<file path="src/rtl/core/plt_pkg.sv">
package plt_pkg;

    localparam int PAGE_SLOTS_DEF = 16;
    localparam int THREADS_DEF    = 8;
    localparam int COUNT_BITS     = 8;

    localparam int CMD_W     = 2;
    localparam int REQ_W     = 3;
    localparam int PAGE_W    = 32;
    localparam int TOT_OUT_W = 11;
    localparam int CNT_OUT_W = 8;

    typedef enum logic [1:0] {
        CMD_ACQ_SHARED,
        CMD_ACQ_EXCL,
        CMD_REL_SHARED,
        CMD_REL_EXCL
    } cmd_t;

    typedef enum logic [1:0] {
        STAT_OK,
        STAT_BUSY,
        STAT_FULL,
        STAT_LIMIT
    } status_t;

    typedef enum logic [1:0] {
        ST_CLEAR,
        ST_LOOK,
        ST_EXEC
    } state_t;

endpackage

</file>
<file path="src/rtl/core/page_latch_table.sv">
// Each item passes through the engine as a lookup step and then an update step, and the
// engine takes no new item until it is through with the last one; a result is ready when
// its update is done, later when earlier items wait in the queue or a result is not yet popped.
// This follows from the registered read of the per-thread count memory before its update.
// After reset the count memory is cleared entry by entry, one per slot and thread, while
// full stays high; slot state, queues and the configuration register reset at once.
module page_latch_table
    import plt_pkg::*;
#(
    parameter int PAGE_SLOTS = PAGE_SLOTS_DEF,
    parameter int THREADS    = THREADS_DEF
)
(
    input  logic                 clk,
    input  logic                 rst_n,
    input  logic                 cfg_we,
    input  logic                 cfg_wdata,
    input  logic                 push,
    output logic                 full,
    input  logic [CMD_W-1:0]     command,
    input  logic [REQ_W-1:0]     requester,
    input  logic [PAGE_W-1:0]    page_number,
    output logic                 empty,
    input  logic                 pop,
    output logic [1:0]           status,
    output logic [TOT_OUT_W-1:0] page_shared_total,
    output logic [CNT_OUT_W-1:0] page_exclusive_depth,
    output logic [CNT_OUT_W-1:0] holder_shared_count,
    output logic [CNT_OUT_W-1:0] holder_exclusive_count
);

    localparam int TW = (THREADS > 1) ? $clog2(THREADS) : 1;

    logic              reentrancy_reg;
    logic              hold;
    logic              q_avail;
    logic              q_take;
    cmd_t              q_cmd;
    logic [TW-1:0]     q_thread;
    logic [PAGE_W-1:0] q_page;

    always_ff @(posedge clk or negedge rst_n)
    begin
        if (!rst_n)
        begin
            reentrancy_reg <= 1'b0;
        end
        else if (cfg_we)
        begin
            reentrancy_reg <= cfg_wdata;
        end
    end

    plt_front #(
        .THREADS (THREADS)
    ) u_front (
        .clk         (clk),
        .rst_n       (rst_n),
        .push        (push),
        .full        (full),
        .command     (command),
        .requester   (requester),
        .page_number (page_number),
        .hold        (hold),
        .q_avail     (q_avail),
        .q_take      (q_take),
        .q_cmd       (q_cmd),
        .q_thread    (q_thread),
        .q_page      (q_page)
    );

    plt_back #(
        .PAGE_SLOTS (PAGE_SLOTS),
        .THREADS    (THREADS)
    ) u_back (
        .clk                    (clk),
        .rst_n                  (rst_n),
        .reentrancy_enable      (reentrancy_reg),
        .hold                   (hold),
        .q_avail                (q_avail),
        .q_take                 (q_take),
        .q_cmd                  (q_cmd),
        .q_thread               (q_thread),
        .q_page                 (q_page),
        .empty                  (empty),
        .pop                    (pop),
        .status                 (status),
        .page_shared_total      (page_shared_total),
        .page_exclusive_depth   (page_exclusive_depth),
        .holder_shared_count    (holder_shared_count),
        .holder_exclusive_count (holder_exclusive_count)
    );

endmodule

</file>
<file path="src/rtl/core/plt_front.sv">
module plt_front
    import plt_pkg::*;
#(
    parameter int THREADS = THREADS_DEF,
    localparam int TW = (THREADS > 1) ? $clog2(THREADS) : 1
)
(
    input  logic              clk,
    input  logic              rst_n,
    input  logic              push,
    output logic              full,
    input  logic [CMD_W-1:0]  command,
    input  logic [REQ_W-1:0]  requester,
    input  logic [PAGE_W-1:0] page_number,
    input  logic              hold,
    output logic              q_avail,
    input  logic              q_take,
    output cmd_t              q_cmd,
    output logic [TW-1:0]     q_thread,
    output logic [PAGE_W-1:0] q_page
);

    cmd_t              cmd_reg    [2];
    logic [TW-1:0]     thread_reg [2];
    logic [PAGE_W-1:0] page_reg   [2];
    logic              wr_ptr_reg;
    logic              rd_ptr_reg;
    logic [1:0]        count_reg;
    logic [TW-1:0]     thread_norm;
    logic              accept;
    logic              take;

    always_comb
    begin
        logic [REQ_W-1:0] w;
        w = requester;
        for (int i = 0; i < 4; i++)
        begin
            if (int'(w) >= THREADS)
            begin
                w = w - REQ_W'(THREADS);
            end
        end
        thread_norm = TW'(w);
    end

    assign full   = (count_reg == 2'd2) || hold;
    assign accept = push && !full;
    assign take   = q_take && (count_reg != 2'd0);

    assign q_avail  = (count_reg != 2'd0);
    assign q_cmd    = cmd_reg[rd_ptr_reg];
    assign q_thread = thread_reg[rd_ptr_reg];
    assign q_page   = page_reg[rd_ptr_reg];

    always_ff @(posedge clk)
    begin
        if (accept)
        begin
            cmd_reg[wr_ptr_reg]    <= cmd_t'(command);
            thread_reg[wr_ptr_reg] <= thread_norm;
            page_reg[wr_ptr_reg]   <= page_number;
        end
    end

    always_ff @(posedge clk or negedge rst_n)
    begin
        if (!rst_n)
        begin
            wr_ptr_reg <= 1'b0;
            rd_ptr_reg <= 1'b0;
            count_reg  <= 2'd0;
        end
        else
        begin
            if (accept)
            begin
                wr_ptr_reg <= ~wr_ptr_reg;
            end
            if (take)
            begin
                rd_ptr_reg <= ~rd_ptr_reg;
            end
            if (accept && !take)
            begin
                count_reg <= count_reg + 2'd1;
            end
            else if (take && !accept)
            begin
                count_reg <= count_reg - 2'd1;
            end
        end
    end

endmodule

</file>
<file path="src/rtl/core/plt_back.sv">
module plt_back
    import plt_pkg::*;
#(
    parameter int PAGE_SLOTS = PAGE_SLOTS_DEF,
    parameter int THREADS    = THREADS_DEF,
    localparam int TW = (THREADS > 1) ? $clog2(THREADS) : 1
)
(
    input  logic                 clk,
    input  logic                 rst_n,
    input  logic                 reentrancy_enable,
    output logic                 hold,
    input  logic                 q_avail,
    output logic                 q_take,
    input  cmd_t                 q_cmd,
    input  logic [TW-1:0]        q_thread,
    input  logic [PAGE_W-1:0]    q_page,
    output logic                 empty,
    input  logic                 pop,
    output logic [1:0]           status,
    output logic [TOT_OUT_W-1:0] page_shared_total,
    output logic [CNT_OUT_W-1:0] page_exclusive_depth,
    output logic [CNT_OUT_W-1:0] holder_shared_count,
    output logic [CNT_OUT_W-1:0] holder_exclusive_count
);

    localparam int CW    = COUNT_BITS;
    localparam int SW    = $clog2(THREADS * ((1 << CW) - 1) + 1);
    localparam int SLW   = (PAGE_SLOTS > 1) ? $clog2(PAGE_SLOTS) : 1;
    localparam int DEPTH = PAGE_SLOTS * THREADS;
    localparam int AW    = $clog2(DEPTH);
    localparam logic [CW-1:0] CMAX = {CW{1'b1}};

    logic [PAGE_W-1:0] slot_page_reg   [PAGE_SLOTS];
    logic [SW-1:0]     slot_shared_reg [PAGE_SLOTS];
    logic [CW-1:0]     slot_excl_reg   [PAGE_SLOTS];
    logic [TW-1:0]     slot_owner_reg  [PAGE_SLOTS];

    logic [2*CW-1:0]   holder_mem [DEPTH];

    state_t            state_reg, state_next;
    logic [AW:0]       clr_cnt_reg;
    logic [SLW-1:0]    slot_reg;
    logic              hit_reg;
    logic              alloc_reg;
    logic              tfull_reg;
    cmd_t              cmd_reg;
    logic [TW-1:0]     thread_reg;
    logic [PAGE_W-1:0] page_reg;
    logic [AW-1:0]     addr_reg;
    logic [2*CW-1:0]   rd_data_reg;

    logic              out_valid_reg;
    status_t           out_status_reg;
    logic [SW-1:0]     out_tot_reg;
    logic [CW-1:0]     out_ex_reg;
    logic [CW-1:0]     out_hs_reg;
    logic [CW-1:0]     out_hx_reg;

    logic              look_go;
    logic              exec_go;
    logic              found;
    logic              free_found;
    logic [SLW-1:0]    hit_idx;
    logic [SLW-1:0]    free_idx;
    logic [AW-1:0]     look_addr;
    logic              active;

    logic [SW-1:0]     tot_cur, tot_n;
    logic [CW-1:0]     ex_cur, ex_n;
    logic [TW-1:0]     own_cur, own_n;
    logic [CW-1:0]     hs_cur, hs_n;
    logic [CW-1:0]     hx_cur, hx_n;
    status_t           stat_n;
    logic              foreign;

    logic [SW+TOT_OUT_W-1:0] tot_ext;
    logic [CW+CNT_OUT_W-1:0] ex_ext;
    logic [CW+CNT_OUT_W-1:0] hs_ext;
    logic [CW+CNT_OUT_W-1:0] hx_ext;

    always_comb
    begin
        found      = 1'b0;
        free_found = 1'b0;
        hit_idx    = '0;
        free_idx   = '0;
        for (int s = PAGE_SLOTS - 1; s >= 0; s--)
        begin
            if ((slot_shared_reg[s] != '0) || (slot_excl_reg[s] != '0))
            begin
                if (slot_page_reg[s] == q_page)
                begin
                    found   = 1'b1;
                    hit_idx = SLW'(s);
                end
            end
            else
            begin
                free_found = 1'b1;
                free_idx   = SLW'(s);
            end
        end
    end

    always_comb
    begin
        state_next = state_reg;
        look_go    = 1'b0;
        exec_go    = 1'b0;
        unique case (state_reg)
            ST_CLEAR:
            begin
                if (clr_cnt_reg == (AW+1)'(DEPTH - 1))
                begin
                    state_next = ST_LOOK;
                end
            end
            ST_LOOK:
            begin
                if (q_avail)
                begin
                    look_go    = 1'b1;
                    state_next = ST_EXEC;
                end
            end
            ST_EXEC:
            begin
                if (!out_valid_reg || pop)
                begin
                    exec_go    = 1'b1;
                    state_next = ST_LOOK;
                end
            end
            default:
            begin
                state_next = ST_CLEAR;
            end
        endcase
    end

    assign hold   = (state_reg == ST_CLEAR);
    assign q_take = look_go;

    always_comb
    begin
        logic [SLW-1:0] sel;
        sel       = found ? hit_idx : free_idx;
        look_addr = AW'(int'(sel) * THREADS + int'(q_thread));
    end

    assign active  = hit_reg || alloc_reg;
    assign tot_cur = slot_shared_reg[slot_reg];
    assign ex_cur  = slot_excl_reg[slot_reg];
    assign own_cur = slot_owner_reg[slot_reg];
    assign hs_cur  = rd_data_reg[2*CW-1:CW];
    assign hx_cur  = rd_data_reg[CW-1:0];
    assign foreign = (ex_cur != '0) && (own_cur != thread_reg);

    always_comb
    begin
        tot_n  = tot_cur;
        ex_n   = ex_cur;
        own_n  = own_cur;
        hs_n   = hs_cur;
        hx_n   = hx_cur;
        stat_n = STAT_OK;
        case (cmd_reg)
            CMD_ACQ_SHARED:
            begin
                if (foreign)
                begin
                    stat_n = STAT_BUSY;
                end
                else if (hs_cur == CMAX)
                begin
                    stat_n = STAT_LIMIT;
                end
                else
                begin
                    hs_n  = hs_cur + CW'(1);
                    tot_n = tot_cur + SW'(1);
                end
            end
            CMD_ACQ_EXCL:
            begin
                if (foreign)
                begin
                    stat_n = STAT_BUSY;
                end
                else if (tot_cur > SW'(hs_cur))
                begin
                    stat_n = STAT_BUSY;
                end
                else if (!reentrancy_enable && (hx_cur != '0))
                begin
                    stat_n = STAT_BUSY;
                end
                else if ((hx_cur == CMAX) || (ex_cur == CMAX))
                begin
                    stat_n = STAT_LIMIT;
                end
                else
                begin
                    if (ex_cur == '0)
                    begin
                        own_n = thread_reg;
                    end
                    ex_n = ex_cur + CW'(1);
                    hx_n = hx_cur + CW'(1);
                end
            end
            CMD_REL_SHARED:
            begin
                if (hs_cur != '0)
                begin
                    hs_n = hs_cur - CW'(1);
                    if (tot_cur != '0)
                    begin
                        tot_n = tot_cur - SW'(1);
                    end
                end
            end
            default:
            begin
                if (hx_cur != '0)
                begin
                    hx_n = hx_cur - CW'(1);
                    if (ex_cur != '0)
                    begin
                        ex_n = ex_cur - CW'(1);
                    end
                    if (ex_n == '0)
                    begin
                        own_n = '0;
                    end
                end
            end
        endcase
    end

    always_ff @(posedge clk or negedge rst_n)
    begin
        if (!rst_n)
        begin
            state_reg     <= ST_CLEAR;
            clr_cnt_reg   <= '0;
            out_valid_reg <= 1'b0;
            for (int s = 0; s < PAGE_SLOTS; s++)
            begin
                slot_page_reg[s]   <= '0;
                slot_shared_reg[s] <= '0;
                slot_excl_reg[s]   <= '0;
                slot_owner_reg[s]  <= '0;
            end
        end
        else
        begin
            state_reg <= state_next;
            if (state_reg == ST_CLEAR)
            begin
                clr_cnt_reg <= clr_cnt_reg + (AW+1)'(1);
            end
            if (exec_go)
            begin
                out_valid_reg <= 1'b1;
            end
            else if (pop)
            begin
                out_valid_reg <= 1'b0;
            end
            if (exec_go && active)
            begin
                if (alloc_reg)
                begin
                    slot_page_reg[slot_reg] <= page_reg;
                end
                slot_shared_reg[slot_reg] <= tot_n;
                slot_excl_reg[slot_reg]   <= ex_n;
                slot_owner_reg[slot_reg]  <= own_n;
            end
        end
    end

    always_ff @(posedge clk)
    begin
        if (look_go)
        begin
            hit_reg    <= found;
            alloc_reg  <= !found && free_found && (q_cmd == CMD_ACQ_SHARED ||
                                                   q_cmd == CMD_ACQ_EXCL);
            tfull_reg  <= !found && !free_found && (q_cmd == CMD_ACQ_SHARED ||
                                                    q_cmd == CMD_ACQ_EXCL);
            slot_reg   <= found ? hit_idx : free_idx;
            cmd_reg    <= q_cmd;
            thread_reg <= q_thread;
            page_reg   <= q_page;
            addr_reg   <= look_addr;
            rd_data_reg <= holder_mem[look_addr];
        end
        if (state_reg == ST_CLEAR)
        begin
            holder_mem[clr_cnt_reg[AW-1:0]] <= '0;
        end
        else if (exec_go && active)
        begin
            holder_mem[addr_reg] <= {hs_n, hx_n};
        end
        if (exec_go)
        begin
            if (active)
            begin
                out_status_reg <= stat_n;
                out_tot_reg    <= tot_n;
                out_ex_reg     <= ex_n;
                out_hs_reg     <= hs_n;
                out_hx_reg     <= hx_n;
            end
            else
            begin
                out_status_reg <= tfull_reg ? STAT_FULL : STAT_OK;
                out_tot_reg    <= '0;
                out_ex_reg     <= '0;
                out_hs_reg     <= '0;
                out_hx_reg     <= '0;
            end
        end
    end

    assign tot_ext = {{TOT_OUT_W{1'b0}}, out_tot_reg};
    assign ex_ext  = {{CNT_OUT_W{1'b0}}, out_ex_reg};
    assign hs_ext  = {{CNT_OUT_W{1'b0}}, out_hs_reg};
    assign hx_ext  = {{CNT_OUT_W{1'b0}}, out_hx_reg};

    assign empty                  = !out_valid_reg;
    assign status                 = out_status_reg;
    assign page_shared_total      = tot_ext[TOT_OUT_W-1:0];
    assign page_exclusive_depth   = ex_ext[CNT_OUT_W-1:0];
    assign holder_shared_count    = hs_ext[CNT_OUT_W-1:0];
    assign holder_exclusive_count = hx_ext[CNT_OUT_W-1:0];

endmodule
</file>
<file path="config.mk">
export PLATFORM = sky130hd
export DESIGN_NAME = page_latch_table
export DESIGN_NICKNAME = d
export VERILOG_FILES = /design/src/rtl/core/plt_pkg.sv /design/src/rtl/core/page_latch_table.sv /design/src/rtl/core/plt_front.sv /design/src/rtl/core/plt_back.sv
export SDC_FILE = /design/constraint.sdc
export NUM_CORES = 2
export LEC_CHECK = 0
export ABC_AREA = 0
export BUFFER_PORTS_ARGS = -buffer_cell sky130_fd_sc_hd__buf_2
export CAP_MARGIN = 20
export CORE_UTILIZATION = 60
export DETAILED_ROUTE_END_ITERATION = 10
export PLACE_DENSITY = 0.76
export SETUP_SLACK_MARGIN = 0.02
export SYNTH_ARGS = -nofsm -noshare
export SYNTH_HDL_FRONTEND = slang
export SYNTH_HIERARCHICAL = 1
export SYNTH_SLANG_ARGS = --single-unit
</file>
<file path="constraint.sdc">
create_clock -name clk -period 25.2 [get_ports clk]
set_clock_uncertainty 0.05 [all_clocks]
set_input_delay 2.52 -clock clk [delete_from_list [all_inputs] [get_ports clk]]
set_output_delay 2.52 -clock clk [all_outputs]
set_load 0.02 [all_outputs]
</file>
==> impl_metrics.csv <==
group,metric,value,unit
routing,vias,77250,
worst_setup_path,reg2reg_slack,16.82,ns
global_routing,grt_use_met2,54.18,%
cells_and_area,finish.utilization,67.60,%
cts,cts_root_buf,"clkbuf_16",
global_routing,grt_pass1_vias,76530,
synthesis,avgSynthCellArea,16.50,µm²
synthesis,yosys.area.top_type_share,51.12,%
hold_path,whs_path_depth,1,
routing,finalWirelength,387900,µm
timing,fmax,119.3,MHz
synthesis,synth-edff-count,2219,
cells_and_area,area_delta_synth_final,11.63,%
worst_setup_path,rr_endpoint,"u_back/rd_data_reg[5]",
cells_and_area,final_cell_mix,"edfxtp_1, dfrtp_1, nand2_1",
cells_and_area,nNetsFinal,8202,
routing,drt_pre_antenna_iters,7,
global_routing,grt_use_total,35.70,%
floorplanning,pin_count,82,
synthesis,synthMuxAreaShare,17.01,%
floorplanning,num_rows,170,
routing,ant_nets,0,
cts,cts_resized,0,
synthesis,synth_area,130300,µm²
timing,min_period,8.380,ns
timing,tns,0,ns
placed_design,port_buffers,81,
global_routing,grt_pass1_wl,552100,µm
synthesis,ys_types,95,
placed_design,gp_congestion,1.015,
cts,cts_buffers,328,
timing,slew_headroom,15.22,%
worst_setup_path,endpoint_kind,"register",
global_routing,grtUsageMet1,47.18,%
timing,finalHoldViolCount,0,
synthesis,ys_ff_latch,3099,
hold_path,hold_path.class,"register to register",
synthesis,synth_nets,7967,
cts,clk_latency,0.98,ns
synthesis,synthCells,7902,
floorplanning,dieArea,219100,µm²
floorplanning,die_x,468.1,µm
synthesis,ys_warn_count,6,
routing,drt_iter0_drc,11550,
floorplanning,start_util,60.55,%
worst_setup_path,arrival,9.11,ns
synthesis,async_reset_ff_share,28.40,%
worst_setup_path,path_max_fanout,64,
global_routing,grt_max_degree,189,
cells_and_area,layout_commonest_cell,"edfxtp_1",
timing,rsz0062_at_grt,"no",
worst_setup_path,worstSetupStartpointType,"register",
power,peakVddDrop,0.08932,mV
routing,vias_per_cell,6.881,
worst_setup_path,reg2reg_depth,17,
power,leakage,48.82,nW
synthesis,synthFlopType,"edfxtp_1",
timing,setup_viol,0,
synthesis,synth-compound-area-share,2.723,%
synthesis,synth_xor_area_share,3.679,%
timing,tightest_slew,1.260,ns
global_routing,overflow,0,
worst_setup_path,r2r_start,"u_front/rd_ptr_reg",
worst_setup_path,cp_data_required_time,25.93,ns
job,maxCapViolCount,0,
cts,clk_pin_slew,0.06,ns
synthesis,ys_seq_area_share,68.01,%
cts,htreeDepth,5,
floorplanning,fp.coreArea,215300,µm²
worst_setup_path,critPathKind,"register to register",
hold_path,min-delay-start,"u_back/clr_cnt_reg[7]",
synthesis,synth-simple-area-share,6.636,%
worst_setup_path,crit_end,"u_back/rd_data_reg[5]",
synthesis,synthAdderAreaFrac,0.2112,%
routing,drc,0,
cts,cts_sinks,3099,
status,status,"finished clean",
global_routing,use_met3,9.525,%
cts,postCtsHoldBufs,0,
timing,period_share,33.25,%
floorplanning,die_h,468.1,µm
cts,post-cts-setup-buffers,0,
cells_and_area,largest_register_ffs,2048,
routing,routedWlPerCell,34.55,µm
global_routing,top_usage_layer,"met2",
power,pwr_density_cell,70.16,nW/µm²
timing,maxSlewViolCount,0,
cells_and_area,drive_gt1_share,26.29,%
worst_setup_path,crit_start,"u_front/rd_ptr_reg",
placed_design,dp_hpwl,235000,µm
power,total_power,10.21,mW
synthesis,synth_top_family_by_area,"multiplexers",
cts,cts_buffer_depth,4,
synthesis,yosys-top-cells-area,"edfxtp_1, dfrtp_1, mux4_2, mux2_2, nand2_1",
cts,cts_tree,"yes",
global_routing,antenna_found_initial,21,
synthesis,yosysTopAreaCell,"edfxtp_1",
## layer usage
metal / vias up / wire [µm]
li1: 30930 / -
met5: - / 138
met1: 39640 / 137200
met3: 1178 / 46690
met2: 5485 / 177500
met4: 16 / 26310
## synthesized netlist by cell type (6+ instances only)
library cell and count:
edfxtp_1 2219, dfrtp_1 880, nand2_1 814, mux4_2 630, mux2_2 584, clkbuf_1 315
xnor2_1 282, nor2_1 279, xor2_1 260, o21ai_0 233, nor4_1 203, nand4_1 150
buf_2 112, nand3_1 102, mux2i_1 96, nor3_1 60, o21ai_1 54, a21oi_1 39
inv_1 37, and3_1 35, nand2b_1 32, a22oi_1 30, and2_1 29, a31oi_1 27
o211ai_1 24, ha_1 22, a32oi_1 21, buf_1 21, mux2_4 21, or3_1 20
o2111ai_1 16, or4_1 16, a211oi_1 14, and4_1 14, buf_6 13, nor2b_1 13
buf_4 11, o21a_1 10, a221oi_1 9, o21ai_2 9, or2_2 9, nor3b_1 8
o22ai_1 8, o31ai_1 8, o211a_1 6
## final cells by class
cell class	count	area, µm²
flip-flops and latches	3099	88660
fillers	13720	69750
multi-input cells	4288	39840
clock buffers	429	8944
well taps	2838	3551
repair buffers	383	2873
clock inverters	144	1485
inverters	37	138.9
diodes	8	20.02
## per-stage QoR
step / setup slack, ns / cells / hold WS (ns) / cell area (µm²)
5_1_grt: 16.79 / 11220 / 0.4542 / 145500
2_1_floorplan: 14.74 / 7902 / 0.3925 / 130300
4_1_cts: 17.09 / 11210 / 0.4376 / 145400
3_5_place_dp: 17.17 / 10640 / 0.4232 / 134900
3_3_place_gp: 17.22 / 10630 / 0.4058 / 134800
6_report: 16.82 / 11230 / 0.4327 / 145500
## cells by family (layout without fill, tap and decap cells)
logic type | after synthesis | in the layout
flip-flops | 3099 | 3099
AND/OR/NAND/NOR | 1823 | 1823
multiplexers | 1336 | 1336
AO/OA/AOI/OAI | 562 | 562
XOR/XNOR | 545 | 545
buffers and inverters | 515 | 993
adder cells (fa/ha/maj) | 22 | 22
other | 0 | 8
## worst max-delay path: stages (launching register included)
cell      delay (ns)
dfrtp_2         0.34
buf_4           0.56
mux2_2          0.92
xnor2_1         0.19
nand4_1         0.15
nor4_1          0.95
buf_4           0.29
and4b_1         0.33
nor2b_1         0.07
a21oi_1         0.49
and4_1          0.55
or2_4           0.87
buf_4           0.92
and2_1          0.28
a211oi_1        0.07
a31oi_1         0.45
o211ai_1        0.28
nor4_1          0.26
## where the power goes
group	total, mW	internal (mW)	switching, mW
combinational	0.0386	0.00532	0.0332
sequential	5.41	5.41	0.000769
clock	4.76	2.78	1.97
## worst min-delay path by stage
stage | to | slack (ns)
finish | u_back/clr_cnt_reg[7] | 0.43
CTS | u_back/clr_cnt_reg[7] | 0.44
global route | u_back/slot_owner_reg[43] | 0.45
floorplan | u_back/clr_cnt_reg[7] | 0.39
detailed placement | u_back/slot_owner_reg[34] | 0.42
global placement | u_back/clr_cnt_reg[7] | 0.41
Note: power is estimated with default switching activity, not from simulation.
